## config.mk

```make
export PLATFORM = sky130hd
export DESIGN_NAME = hds_sqrt_cell
export DESIGN_NICKNAME = d
export VERILOG_FILES = /design/src/hdl/hds_pkg.sv /design/src/hdl/hds_sqrt_cell.sv
export SDC_FILE = /design/constraint.sdc
export NUM_CORES = 1
export LEC_CHECK = 0
export BUFFER_PORTS_ARGS = -buffer_cell sky130_fd_sc_hd__buf_2
export CORE_ASPECT_RATIO = 0.9
export CORE_UTILIZATION = 48
export DETAILED_ROUTE_END_ITERATION = 8
export PLACE_DENSITY = 0.78
export RECOVER_POWER = 50
export SKIP_CTS_REPAIR_TIMING = 1
export SLEW_MARGIN = 25
export SYNTH_ARGS = -nofsm -noshare
export SYNTH_HDL_FRONTEND = slang
export SYNTH_SLANG_ARGS = --single-unit
```

## constraint.sdc

```tcl
create_clock -name clk -period 2.72 [get_ports clk]
set_input_delay 0.272 -clock clk [delete_from_list [all_inputs] [get_ports clk]]
set_output_delay 0.272 -clock clk [all_outputs]
set_load 0.01 [all_outputs]
```

## src/hdl/hds_pkg.sv

```systemverilog
// Package for the hemisphere direction sampler: beat types, cell state types,
// fixed-point constants and the sine series coefficients. No dependencies.
package hds_pkg;

	localparam logic MODE_UNIFORM = 1'b0;
	localparam logic MODE_COSINE  = 1'b1;

	localparam logic [1:0] QUAD_0 = 2'd0;
	localparam logic [1:0] QUAD_1 = 2'd1;
	localparam logic [1:0] QUAD_2 = 2'd2;

	// Square root cells: a 34-bit radicand gives a 17-bit root, one bit per cell.
	localparam int SQ_STEPS  = 17;
	localparam int SQ_RAD_W  = 34;
	localparam int SQ_REM_W  = 19;
	localparam int SQ_ROOT_W = 17;

	// Horner cells of the quarter-wave sine series, Q2.30.
	localparam int SIN_CELLS = 4;
	localparam logic [30:0] SIN_C9 = 31'd172271;
	localparam logic [30:0] SIN_COEF [SIN_CELLS] = '{
		31'd5026995, 31'd85569306, 31'd693598668, 31'd1686629713
	};
	localparam logic [14:0] QUARTER = 15'd16384;

	typedef struct packed {
		logic signed [15:0] t0_x;
		logic signed [15:0] t0_y;
		logic signed [15:0] t0_z;
		logic signed [15:0] n_x;
		logic signed [15:0] n_y;
		logic signed [15:0] n_z;
		logic signed [15:0] t1_x;
		logic signed [15:0] t1_y;
		logic signed [15:0] t1_z;
	} frame_t;

	typedef struct packed {
		logic               mode;
		logic        [15:0] u;
		logic        [15:0] v;
		logic signed [15:0] t0_x;
		logic signed [15:0] t0_y;
		logic signed [15:0] t0_z;
		logic signed [15:0] n_x;
		logic signed [15:0] n_y;
		logic signed [15:0] n_z;
		logic signed [15:0] t1_x;
		logic signed [15:0] t1_y;
		logic signed [15:0] t1_z;
	} smp_t;

	typedef struct packed {
		logic signed [15:0] dir_x;
		logic signed [15:0] dir_y;
		logic signed [15:0] dir_z;
	} dir_t;

	typedef struct packed {
		logic [SQ_RAD_W-1:0]  rad;
		logic [SQ_REM_W-1:0]  rem;
		logic [SQ_ROOT_W-1:0] root;
	} sq_t;

	typedef struct packed {
		logic [14:0] f;
		logic [30:0] x2;
		logic [30:0] acc;
	} trig_t;

	typedef struct packed {
		logic [15:0] h;
		logic [15:0] u;
		frame_t      fr;
	} side_b_t;

endpackage

```

## src/hdl/hds_sqrt_cell.sv

```systemverilog
// One digit step of a floor integer square root, registered.
// Depends on hds_pkg.
module hds_sqrt_cell (
	input  logic          clk,
	input  logic          en,
	input  hds_pkg::sq_t  d,
	output hds_pkg::sq_t  q
);
	import hds_pkg::*;

	logic [SQ_REM_W+1:0] cur;
	logic [SQ_REM_W+1:0] trial;
	logic [SQ_REM_W+1:0] diff;
	sq_t                 nxt;

	always_comb begin
		cur   = {d.rem, d.rad[SQ_RAD_W-1 -: 2]};
		trial = {2'b00, d.root, 2'b01};
		diff  = cur - trial;
		nxt.rad = {d.rad[SQ_RAD_W-3:0], 2'b00};
		if (cur >= trial) begin
			nxt.rem  = diff[SQ_REM_W-1:0];
			nxt.root = {d.root[SQ_ROOT_W-2:0], 1'b1};
		end else begin
			nxt.rem  = cur[SQ_REM_W-1:0];
			nxt.root = {d.root[SQ_ROOT_W-2:0], 1'b0};
		end
	end

	always_ff @(posedge clk) begin
		if (en) begin
			q <= nxt;
		end
	end

endmodule

```

Yosys cells after proc, flatten, opt, wreduce, memory -nomap -nowiden
Index checks and enable logic that the tools add are counted.
{ "word_totals": {"register_bits": 68, "input_bits": 72} }
{ "op_classes": {"n_addsub": 1, "order_cmp": 1, "n_mux": 1} }
{ "ops": {"columns": ["op", "count"], "rows": [
  ["two-way mux 36 bit", 1],
  [">= comparator 21 x 19 -> 1 bit", 1],
  ["subtractor 19 bit", 1]
]} }

Logic depth before layout (Yosys ltp)
{ "logic_depth": {"word_depth": 2, "depth_mapped": 10, "mapped_depth_nobuf": 8} }

Worst setup path before layout
No wires, ideal clock.
{ "synth_path": {"kind": "input port to flip-flop", "startpoint": "in d[12] (netlist bit)", "endpoint": "reg q[19] (netlist bit) (data pin)", "setup_time_ns": 0.260, "t_arrival_ns": 2.067, "required_time_ns": 2.460, "slack_ns": 0.392, "cell_stages": 10, "n_path_buf": 2, "path_cell_list": "inv_1 ha_1 buf_6 and4_4 nand3_2 or4_1 nand3_1 a21oi_2 buf_6 mux2_4"} }
{ "synth_rtl": {"columns": ["element", "line_no", "source"], "rows": [
  ["from (decl)", "hds_sqrt_cell.sv:6", "input hds_pkg::sq_t d,"],
  ["to (signal assigned)", "hds_sqrt_cell.sv:32", "q <= nxt;"],
  ["to (decl)", "hds_sqrt_cell.sv:7", "output hds_pkg::sq_t q"]
]} }

==> results.toml <==
[clock_network]
cts_tree = "built"
numCtsBuffers = 9
cts_max_path_buffers = 2
cts_sinks = 68
htree_levels = 3
clk_pin_slew_worst_paths_ps = 70
root_buffer = "clkbuf_8"

[sta]
hold_viol = 0
min_period_ps = 2300
final.setup.worst_slack_ps = 417
timing.setup.tns_ps = 0
fin_crit_sh_pct = 84.7
worstMarginPinSlew_ps = 1700
max_freq_mhz = 434
rsz0062_at_grt = "false"
finalMaxSlewViolations = 29
finalSetupViolations = 0
maxSlewHeadroom_pct = -13.7

[die]
die-width_um = 91.3
die_height_um = 82.4
placeableCoreArea_mm2 = 0.00676
core.rowCount = 28
die_area_mm2 = 0.00752
start_util_pct = 50.9
pin_count = 142

[power_and_ir_drop]
switching_share_pct = 25.8
power.share.clock_pct = 32.3
pwr-share-seq_pct = 46.9
p_int_uw = 2070
power_density_mw_per_mm2 = 632
p_sw_uw = 721
irDropWorstVdd_uv = 290
combinationalPowerShare_pct = 20.8
finalPower_uw = 2790
leakagePower_uw = 0.00188

[setup_path]
crit_path_cell_trace = "clkbuf_1 > inv_1 > ha_1 > buf_4 > a21oi_1 > o21ai_0 > nand3_1 > nand3_1 > a21oi_2 > buf_4 > mux2_4"
critPathRequiredTime_ps = 2810
worstPathArrival_ps = 2390
path_class = "input port to flip-flop"
startpoint_type = "input port"
path_buf_inv = 4
path_max_fanout = 11
cp_top_family = "compound AO/OA/AOI/OAI gates"
cpMaxStageDelayCell = "mux2_4"
max_stage_delay_ps = 320
worstSetupEndpointType = "flip-flop"

[drt]
ant_nets = 0
drtIter0Drc = 144
post_drt_wl_per_cell_um = 14.5
routed_wl_um = 7320
drc = 0
vias_per_cell = 5.04
drtPass1Iterations = 4
vias = 2541

[synth]
synth_cell_type_count = 43
ys_async_sr_fraction_pct = 0
synth_compound_area_share_pct = 10.1
synth-edff-count = 68
ys_seq_area_share_pct = 59.3
yosys.area_share.simple_pct = 6.87
synth_xor_area_share_pct = 3.81
synthMuxAreaShare_pct = 7.59
avgSynthCellArea_um2 = 13.2
synth_top_family_by_area = "compound AO/OA/AOI/OAI gates"
synth_fa_ha_area_share_pct = 6.90
yosysWarningCount = 0
yosys.area.top_type_share_pct = 59.3
synth_ff_type = "edfxtp_1"
synthesis.instances = 261
yosys-top-cells-area = "edfxtp_1 (59%), ha_1 (6.9%), mux2_4 (6.1%)"
synth_area_mm2 = 0.00344
synth_top_area_cell = "edfxtp_1"
ys_seq_elements = 68

[grt]
grt_max_degree = 41
antenna_found_initial = 0
gr-usage-all-layers_pct = 19.8
grt_pass1_vias = 2384
grt_first_pass_wirelength_um = 11200
grt.overflow.total = 0

[finish]
final_cells = 504
layout-drive-gt1-share_pct = 35.3
n_antenna_cell = 0
largest_reg_flops = 68
final_common_cell = "buf_2"
nets = 500
fill_cells = 566
top_register = "q"
final_cell_mix = "buf_2 (102), edfxtp_1 (68), clkbuf_1 (38), inv_1 (27), a21oi_1 (20)"
syn2layout_area_growth_pct = 28.2
largest_registers = "q x68"

[worst_hold_path]
hp-start = "d[57]"
min_path_type = "input port to flip-flop"
hold_depth = 1
holdPathEnd = "q[59]"

[job]
max_cap_viol_count = 1

[placed_design]
hpwl_um = 5490
portBuffers = 139
dp.cells = 488
gp_congestion = 0.899
dp_slack_ps = 116

[run_status]
outcome = "complete, but fails checks"
violations = "capacitance limit, slew limit"
-- cells in the mapped netlist (all sizes together), types with 4 or more instances --
cell type / count
a21oi: 21
buf: 8
edfxtp: 68
ha: 19
inv: 27
mux2: 15
mux2i: 4
nand2: 14
nand3: 4
nand4: 5
nor2: 9
o21a: 4
o21ai: 12
xnor2: 8
xor2: 7
-- routing by layer --
layer | share of wire [%] | vias up | GRT usage [%] | routed length, µm
li1 | - | 1260 | - | -
met1 | 44 | 1153 | 24.0 | 3190
met2 | 48 | 118 | 34.0 | 3490
met3 | 7.6 | 10 | 6.41 | 559
met4 | 0.96 | 0 | 6.67 | 70
met5 | 0 | - | 0 | 0
-- how the worst max path moves through the flow --
| stage | slack, ps | cells past startpoint | end | startpoint |
|---|---|---|---|---|
| finish | 420 | 11 | q[23] | d[12] |
| global placement | 220 | 11 | q[23] | d[12] |
| global route | 240 | 11 | q[23] | d[12] |
| CTS | 460 | 11 | q[23] | d[12] |
| floorplan | 390 | 10 | q[19] | d[12] |
| detailed placement | 120 | 11 | q[23] | d[12] |
-- metrics by stage --
step	utilization (%)	hold WS, ps	cell area, µm²
after floorplan	-	371	3450
after global placement	62.8	449	4250
after detailed placement	62.8	450	4250
after CTS	66.0	87.9	4460
after global routing	65.3	80.5	4420
final	65.3	103	4420
-- cells by family (layout without fill, tap and decap cells) --
kind of cell / after synthesis / count (layout)
DFF: 68 / 68
other: 1 / 2
adders and majority gates: 19 / 19
buffers and inverters: 38 / 190
and+or+nand+nor: 46 / 46
xor gates and xnor gates: 15 / 15
AOI/OAI and AO/OA: 55 / 55
muxes: 19 / 19
-- power groups by stage --
stage	clock, µW	sequential, µW	combinational, µW
after CTS	923	1310	595
after global routing	964	1320	636
after floorplan	0	1390	300
final	903	1310	581
after detailed placement	0	1330	590
after global placement	0	1330	578
-- area by class of cell --
| class | count | area, µm² | share of cell area, % |
|---|---|---|---|
| Sequential cell | 68 | 2040 | 46.2 |
| Multi-Input combinational cell | 156 | 1220 | 27.7 |
| Timing Repair Buffer | 147 | 722 | 16.4 |
| Clock buffer | 10 | 128 | 2.89 |
| Tap cell | 90 | 113 | 2.55 |
| Inverter | 27 | 101 | 2.30 |
| Clock inverter | 6 | 88.8 | 2.01 |
Note: power is estimated with default switching activity, not from simulation.
