## config.mk

```make
export PLATFORM = sky130hd
export DESIGN_NAME = hds_sine_cell
export DESIGN_NICKNAME = d
export VERILOG_FILES = /design/src/hdl/hds_pkg.sv /design/src/hdl/hds_sine_cell.sv
export SDC_FILE = /design/constraint.sdc
export NUM_CORES = 2
export LEC_CHECK = 0
export CORE_MARGIN = 4
export CORE_UTILIZATION = 52
export CTS_CLUSTER_SIZE = 28
export DETAILED_ROUTE_END_ITERATION = 7
export DONT_BUFFER_PORTS = 1
export PLACE_DENSITY = 0.66
export SETUP_SLACK_MARGIN = 0.3
export SKIP_CTS_REPAIR_TIMING = 1
export SLEW_MARGIN = 0
export SYNTH_ARGS = -nofsm -noshare
export SYNTH_HDL_FRONTEND = slang
export SYNTH_SLANG_ARGS = --single-unit
```

## constraint.sdc

```tcl
create_clock -name clk -period 14.55 [get_ports clk]
set_input_delay 2.91 -clock clk [delete_from_list [all_inputs] [get_ports clk]]
set_output_delay 2.91 -clock clk [all_outputs]
set_load 0.01 [all_outputs]
```

## src/hdl/hds_pkg.sv

```systemverilog
// Package for the hemisphere direction sampler: beat types, cell state types,
// fixed-point constants and the sine series coefficients. No dependencies.
package hds_pkg;

	localparam logic MODE_UNIFORM = 1'b0;
	localparam logic MODE_COSINE  = 1'b1;

	localparam logic [1:0] QUAD_0 = 2'd0;
	localparam logic [1:0] QUAD_1 = 2'd1;
	localparam logic [1:0] QUAD_2 = 2'd2;

	// Square root cells: a 34-bit radicand gives a 17-bit root, one bit per cell.
	localparam int SQ_STEPS  = 17;
	localparam int SQ_RAD_W  = 34;
	localparam int SQ_REM_W  = 19;
	localparam int SQ_ROOT_W = 17;

	// Horner cells of the quarter-wave sine series, Q2.30.
	localparam int SIN_CELLS = 4;
	localparam logic [30:0] SIN_C9 = 31'd172271;
	localparam logic [30:0] SIN_COEF [SIN_CELLS] = '{
		31'd5026995, 31'd85569306, 31'd693598668, 31'd1686629713
	};
	localparam logic [14:0] QUARTER = 15'd16384;

	typedef struct packed {
		logic signed [15:0] t0_x;
		logic signed [15:0] t0_y;
		logic signed [15:0] t0_z;
		logic signed [15:0] n_x;
		logic signed [15:0] n_y;
		logic signed [15:0] n_z;
		logic signed [15:0] t1_x;
		logic signed [15:0] t1_y;
		logic signed [15:0] t1_z;
	} frame_t;

	typedef struct packed {
		logic               mode;
		logic        [15:0] u;
		logic        [15:0] v;
		logic signed [15:0] t0_x;
		logic signed [15:0] t0_y;
		logic signed [15:0] t0_z;
		logic signed [15:0] n_x;
		logic signed [15:0] n_y;
		logic signed [15:0] n_z;
		logic signed [15:0] t1_x;
		logic signed [15:0] t1_y;
		logic signed [15:0] t1_z;
	} smp_t;

	typedef struct packed {
		logic signed [15:0] dir_x;
		logic signed [15:0] dir_y;
		logic signed [15:0] dir_z;
	} dir_t;

	typedef struct packed {
		logic [SQ_RAD_W-1:0]  rad;
		logic [SQ_REM_W-1:0]  rem;
		logic [SQ_ROOT_W-1:0] root;
	} sq_t;

	typedef struct packed {
		logic [14:0] f;
		logic [30:0] x2;
		logic [30:0] acc;
	} trig_t;

	typedef struct packed {
		logic [15:0] h;
		logic [15:0] u;
		frame_t      fr;
	} side_b_t;

endpackage

```

## src/hdl/hds_sine_cell.sv

```systemverilog
// One Horner step of the quarter-wave sine series: acc = coef - x2*acc, Q2.30.
// Depends on hds_pkg.
module hds_sine_cell (
	input  logic           clk,
	input  logic           en,
	input  logic [30:0]    coef,
	input  hds_pkg::trig_t d,
	output hds_pkg::trig_t q
);
	import hds_pkg::*;

	logic [61:0] prod;
	logic [31:0] diff;

	always_comb begin
		prod = 62'(d.x2) * 62'(d.acc);
		diff = {1'b0, coef} - prod[61:30];
	end

	always_ff @(posedge clk) begin
		if (en) begin
			q.f   <= d.f;
			q.x2  <= d.x2;
			q.acc <= diff[30:0];
		end
	end

endmodule

```

# Word level (Yosys, flattened, before mapping)

Index checks and enable logic that the tools add are counted.

Add/sub/neg operators: 1
Multipliers: 1

Operators by type and width:

| cell                                           | count |
|---|---|
| 31-bit by 31-bit multiplier with 61-bit output | 1 |
| 31-bit subtractor                              | 1 |

Register bits after elaboration: 77
Bits of input ports: 110
Output and inout port bits: 77
Logic and storage cells: 5

# Depth between registers and ports, before layout

Word-level depth: 2
Gate-level depth with buffers: 37
Gate-level depth less buffers: 36

# Least setup slack after synthesis

Ideal clock, no wire load.

Path kind: input-to-reg
From: input d[4] (netlist name)
To: register q[30] (netlist name) (data pin)
Library setup time: 268 ps
Arrival: 11,362 ps
Data required time: 14,282 ps
Path slack: 2,920 ps
Stages: 33
Path buffers: 1
Cell sequence: clkbuf_1 -> and2_1 -> fa_1 -> fa_1 -> fa_1 -> inv_1 -> fa_1 -> inv_1 -> fa_1 -> fa_1 -> fa_1 -> fa_1 -> ha_1 -> a21oi_1 -> o21ai_0 -> a21o_1 -> a311oi_1 -> o21ai_0 -> a211o_1 -> a21oi_1 -> xnor2_1 -> ha_1 -> inv_1 -> fa_1 -> a21oi_1 -> o21ai_1 -> a2111oi_2 -> o31ai_2 -> o2111ai_1 -> a31oi_1 -> a41oi_1 -> a21oi_2 -> xnor3_1

Word-level cells in the longest chain between the ends: 2

RTL lines:

| element                                        | line                | text |
|---|---|---|
| from (decl)                                    | hds_sine_cell.sv:7  | `input hds_pkg::trig_t d,` |
| 31-bit by 31-bit multiplier with 61-bit output | hds_sine_cell.sv:16 | `prod = 62'(d.x2) * 62'(d.acc);` |
| 31-bit subtractor                              | hds_sine_cell.sv:17 | `diff = {1'b0, coef} - prod[61:30];` |
| named net diff[30]                             | hds_sine_cell.sv:13 | `logic [31:0] diff;` |
| to (decl)                                      | hds_sine_cell.sv:8  | `output hds_pkg::trig_t q` |

The timed path passes the listed nets, and every way through them passes these cells.
A chain may end at the register's enable or synchronous reset.

# Worst setup path after layout

From: input d[48] (netlist name)
To: register q[30] (netlist name) (data pin)

The elaborated chain is that of the path after synthesis.

==> summary.md <==
| Metric | Value |
|---|---|
| Final setup vio count | `0` |
| Post-synth EDFFs | `77` |
| Register area share after synthesis | `0.0683` |
| Pin count of the biggest net entering global routing | `between 70 and 80` |
| Fillers | `5912` |
| Count of max-cap constraint violations | `0` |
| Drt drc | `0` |
| Slowest cell on crit path | `fa_1` |
| Syn Nets | `4804` |
| RSZ-0062 raised after global routing | `false` |
| Final TNS setup | `0 ps` |
| Hold Vio Cnt, Final | `0` |
| I/O pin cnt | `187` |
| Die W | `263 um` |
| Largest area contributor in the netlist | `fa_1` |
| Initial Util | `0.525` |
| Die ar. | `0.0693 mm^2` |
| DIE HEIGHT | `263 um` |
| Post-Syn Instances | `3582` |
| Synth top area cells | `fa_1, ha_1, inv_1` |
| CP Class | `in -> reg` |
| Slowest stage delay, CP | `between 500 and 600 ps` |
| Drt pass-1 iters | `6` |
| Initial antenna violation count | `2` |
| Final period util | `0.827` |
| Vias/cell | `between 5 and 6` |
| I/O Buffers | `0` |
| Overflow after GRT | `0` |
| Drt wl/cell | `21.7 um` |
| Synth top area share | `0.494` |
| Worst-margin pin slew | `720 ps` |
| Gpl congestion | `roughly 0.9` |
| WL final | `92500 um` |
| Clock Pin Slew Worst Setup and Hold Paths | `90 ps` |
| Share of cells above drive strength 1 | `0.00970` |
| Core area | `0.0645 mm^2` |
| Ys Warns | `0` |
| CTS max path bufs | `2` |
| Biggest register | `q` |
| Post-DRT Antenna Nets | `0` |
| Number of global-route vias before repair | `approximately 26000` |
| Yosys reg bits | `77` |
| Synth async-reset ratio | `0` |
| Status | `finished clean` |
| Period minus WS final | `12040 ps` |
| Synth Flop Type | `edfxtp_1` |
| All-Layer GR Usage | `0.276` |
| Syn Std Cell Area | `0.0339 mm^2` |
| Final net count | `4620` |
| Row Count | `93` |
| Biggest registers after layout | `q: 77 flops` |
| Synth Area per Inst | `9.45 um^2` |
| Worst Setup SP | `d[48]` |
| Crit Path Max Fanout | `32` |
| CP arrival | `roughly 12000 ps` |
| CTS tree | `built` |
| Initial DRC count | `1489` |
| Relative slew margins | `0.508` |
| Num CTS Buffers | `9` |
| Max Slew Vio Count | `0` |
| Top cell by count, worst path | `fa_1` |
| Post-synth cell types | `64` |
| Worst setup path end | `q[30]$_DFFE_PP_` |
| Area Overhead vs Synth | `1.84%` |
| CP endpoint kind | `flop` |
| Number of flip-flops in the largest register | `77` |
| Most frequent cells in the layout | `fa_1, inv_1, nand2_1, and2_1, ha_1` |
| Worst endpoint required time | `14700 ps` |
| Sink Count | `slightly below 80` |
| H-tree depth | `3` |
| Fmax | `between 0.08 and 0.09 GHz` |
| Most common cell after layout, fill and taps aside | `fa_1` |
| Hold_sp | `d[55]` |
| Post-DP HPWL | `approximately 69000 um` |
| Hold Crit Class | `in -> reg` |
| CTS root buffer | `clkbuf_16` |
| Via Count | `about 24000` |
| Crit start category | `primary input` |
| First-pass GRT wire length | `148000 um` |
==> cells by family after synthesis <==
| kind of cell | synth area share |
|---|---|
| and+or+nand+nor | 0.165 |
| adders and majority gates | 0.596 |
| buffers and inverters | 0.108 |
| AOI/OAI and AO/OA | 0.0462 |
| DFF | 0.0683 |
| xor gates and xnor gates | 0.0157 |
| muxes | 0.000296 |
==> critical path, delay by kind of cell <==
family	cells	cell delay, ps
AOI/OAI and AO/OA	15	3460
xor gates and xnor gates	2	540
adders and majority gates	11	4920
buffers and inverters	3	170
and+or+nand+nor	1	170
==> how the worst min path moves through the flow <==
| stage | cells after the start | end | slack (ps) |
|---|---|---|---|
| floorplan | 0 | q[31]$_DFFE_PP_ | 3010 |
| global placement | 0 | q[75]$_DFFE_PP_ | 3010 |
| detailed placement | 0 | q[67]$_DFFE_PP_ | 3010 |
| CTS | 0 | q[40]$_DFFE_PP_ | 2570 |
| global route | 0 | q[40]$_DFFE_PP_ | 2580 |
| finish | 0 | q[55]$_DFFE_PP_ | 2600 |
==> cell usage after synthesis, drive strengths merged, types with 3 or more instances <==
library cell / instances
ha: 276
clkbuf: 193
nand2: 555
nand2b: 8
inv: 778
a211oi: 9
o211ai: 3
o2111ai: 7
xnor2: 34
nand4: 9
a21oi: 62
o21ai: 43
edfxtp: 77
xor2: 24
nand3: 15
fa: 836
o21a: 10
nor3: 11
o21bai: 3
or3: 6
and2: 455
and4: 7
nor2b: 12
nor2: 32
a211o: 5
a2111oi: 5
a31oi: 7
a41oi: 3
o31ai: 3
and3: 11
a21o: 50
a311oi: 5
==> routing by layer <==
metal	GRT usage	vias up	wire [um]
li1	-	10200	-
met1	0.324	12300	34100
met2	0.500	771	48500
met3	0.0392	253	4930
met4	0.127	0	4920
met5	0	-	0
==> final cells by class <==
cell class | count | area, um^2 | area share
Clock buffer | 9 | 225 | 0.00653
Antenna cell | 2 | 5.00 | 0.000145
Clock inverter | 7 | 75.1 | 0.00218
Multi-Input combinational cell | 2532 | 27900 | 0.808
Sequential cell | 77 | 2310 | 0.0670
Inverter | 778 | 2920 | 0.0847
Tap cell | 855 | 1070 | 0.0310
==> stage by stage <==
stage	util	hold WS [ps]	area, um^2	std cells	setup slack (ps)
final	0.535	2600	34500	4260	2510
after global routing	0.535	2580	34500	4258	2010
after CTS	0.535	2570	34500	4258	2520
after detailed placement	0.530	3010	34200	4242	2120
after floorplan	-	3010	33900	3582	2920
after global placement	0.530	3010	34200	4242	2260
Power is left out: the tool's default activity adds up to more than one toggle a clock period on the data nets, which glitch-free logic cannot reach.
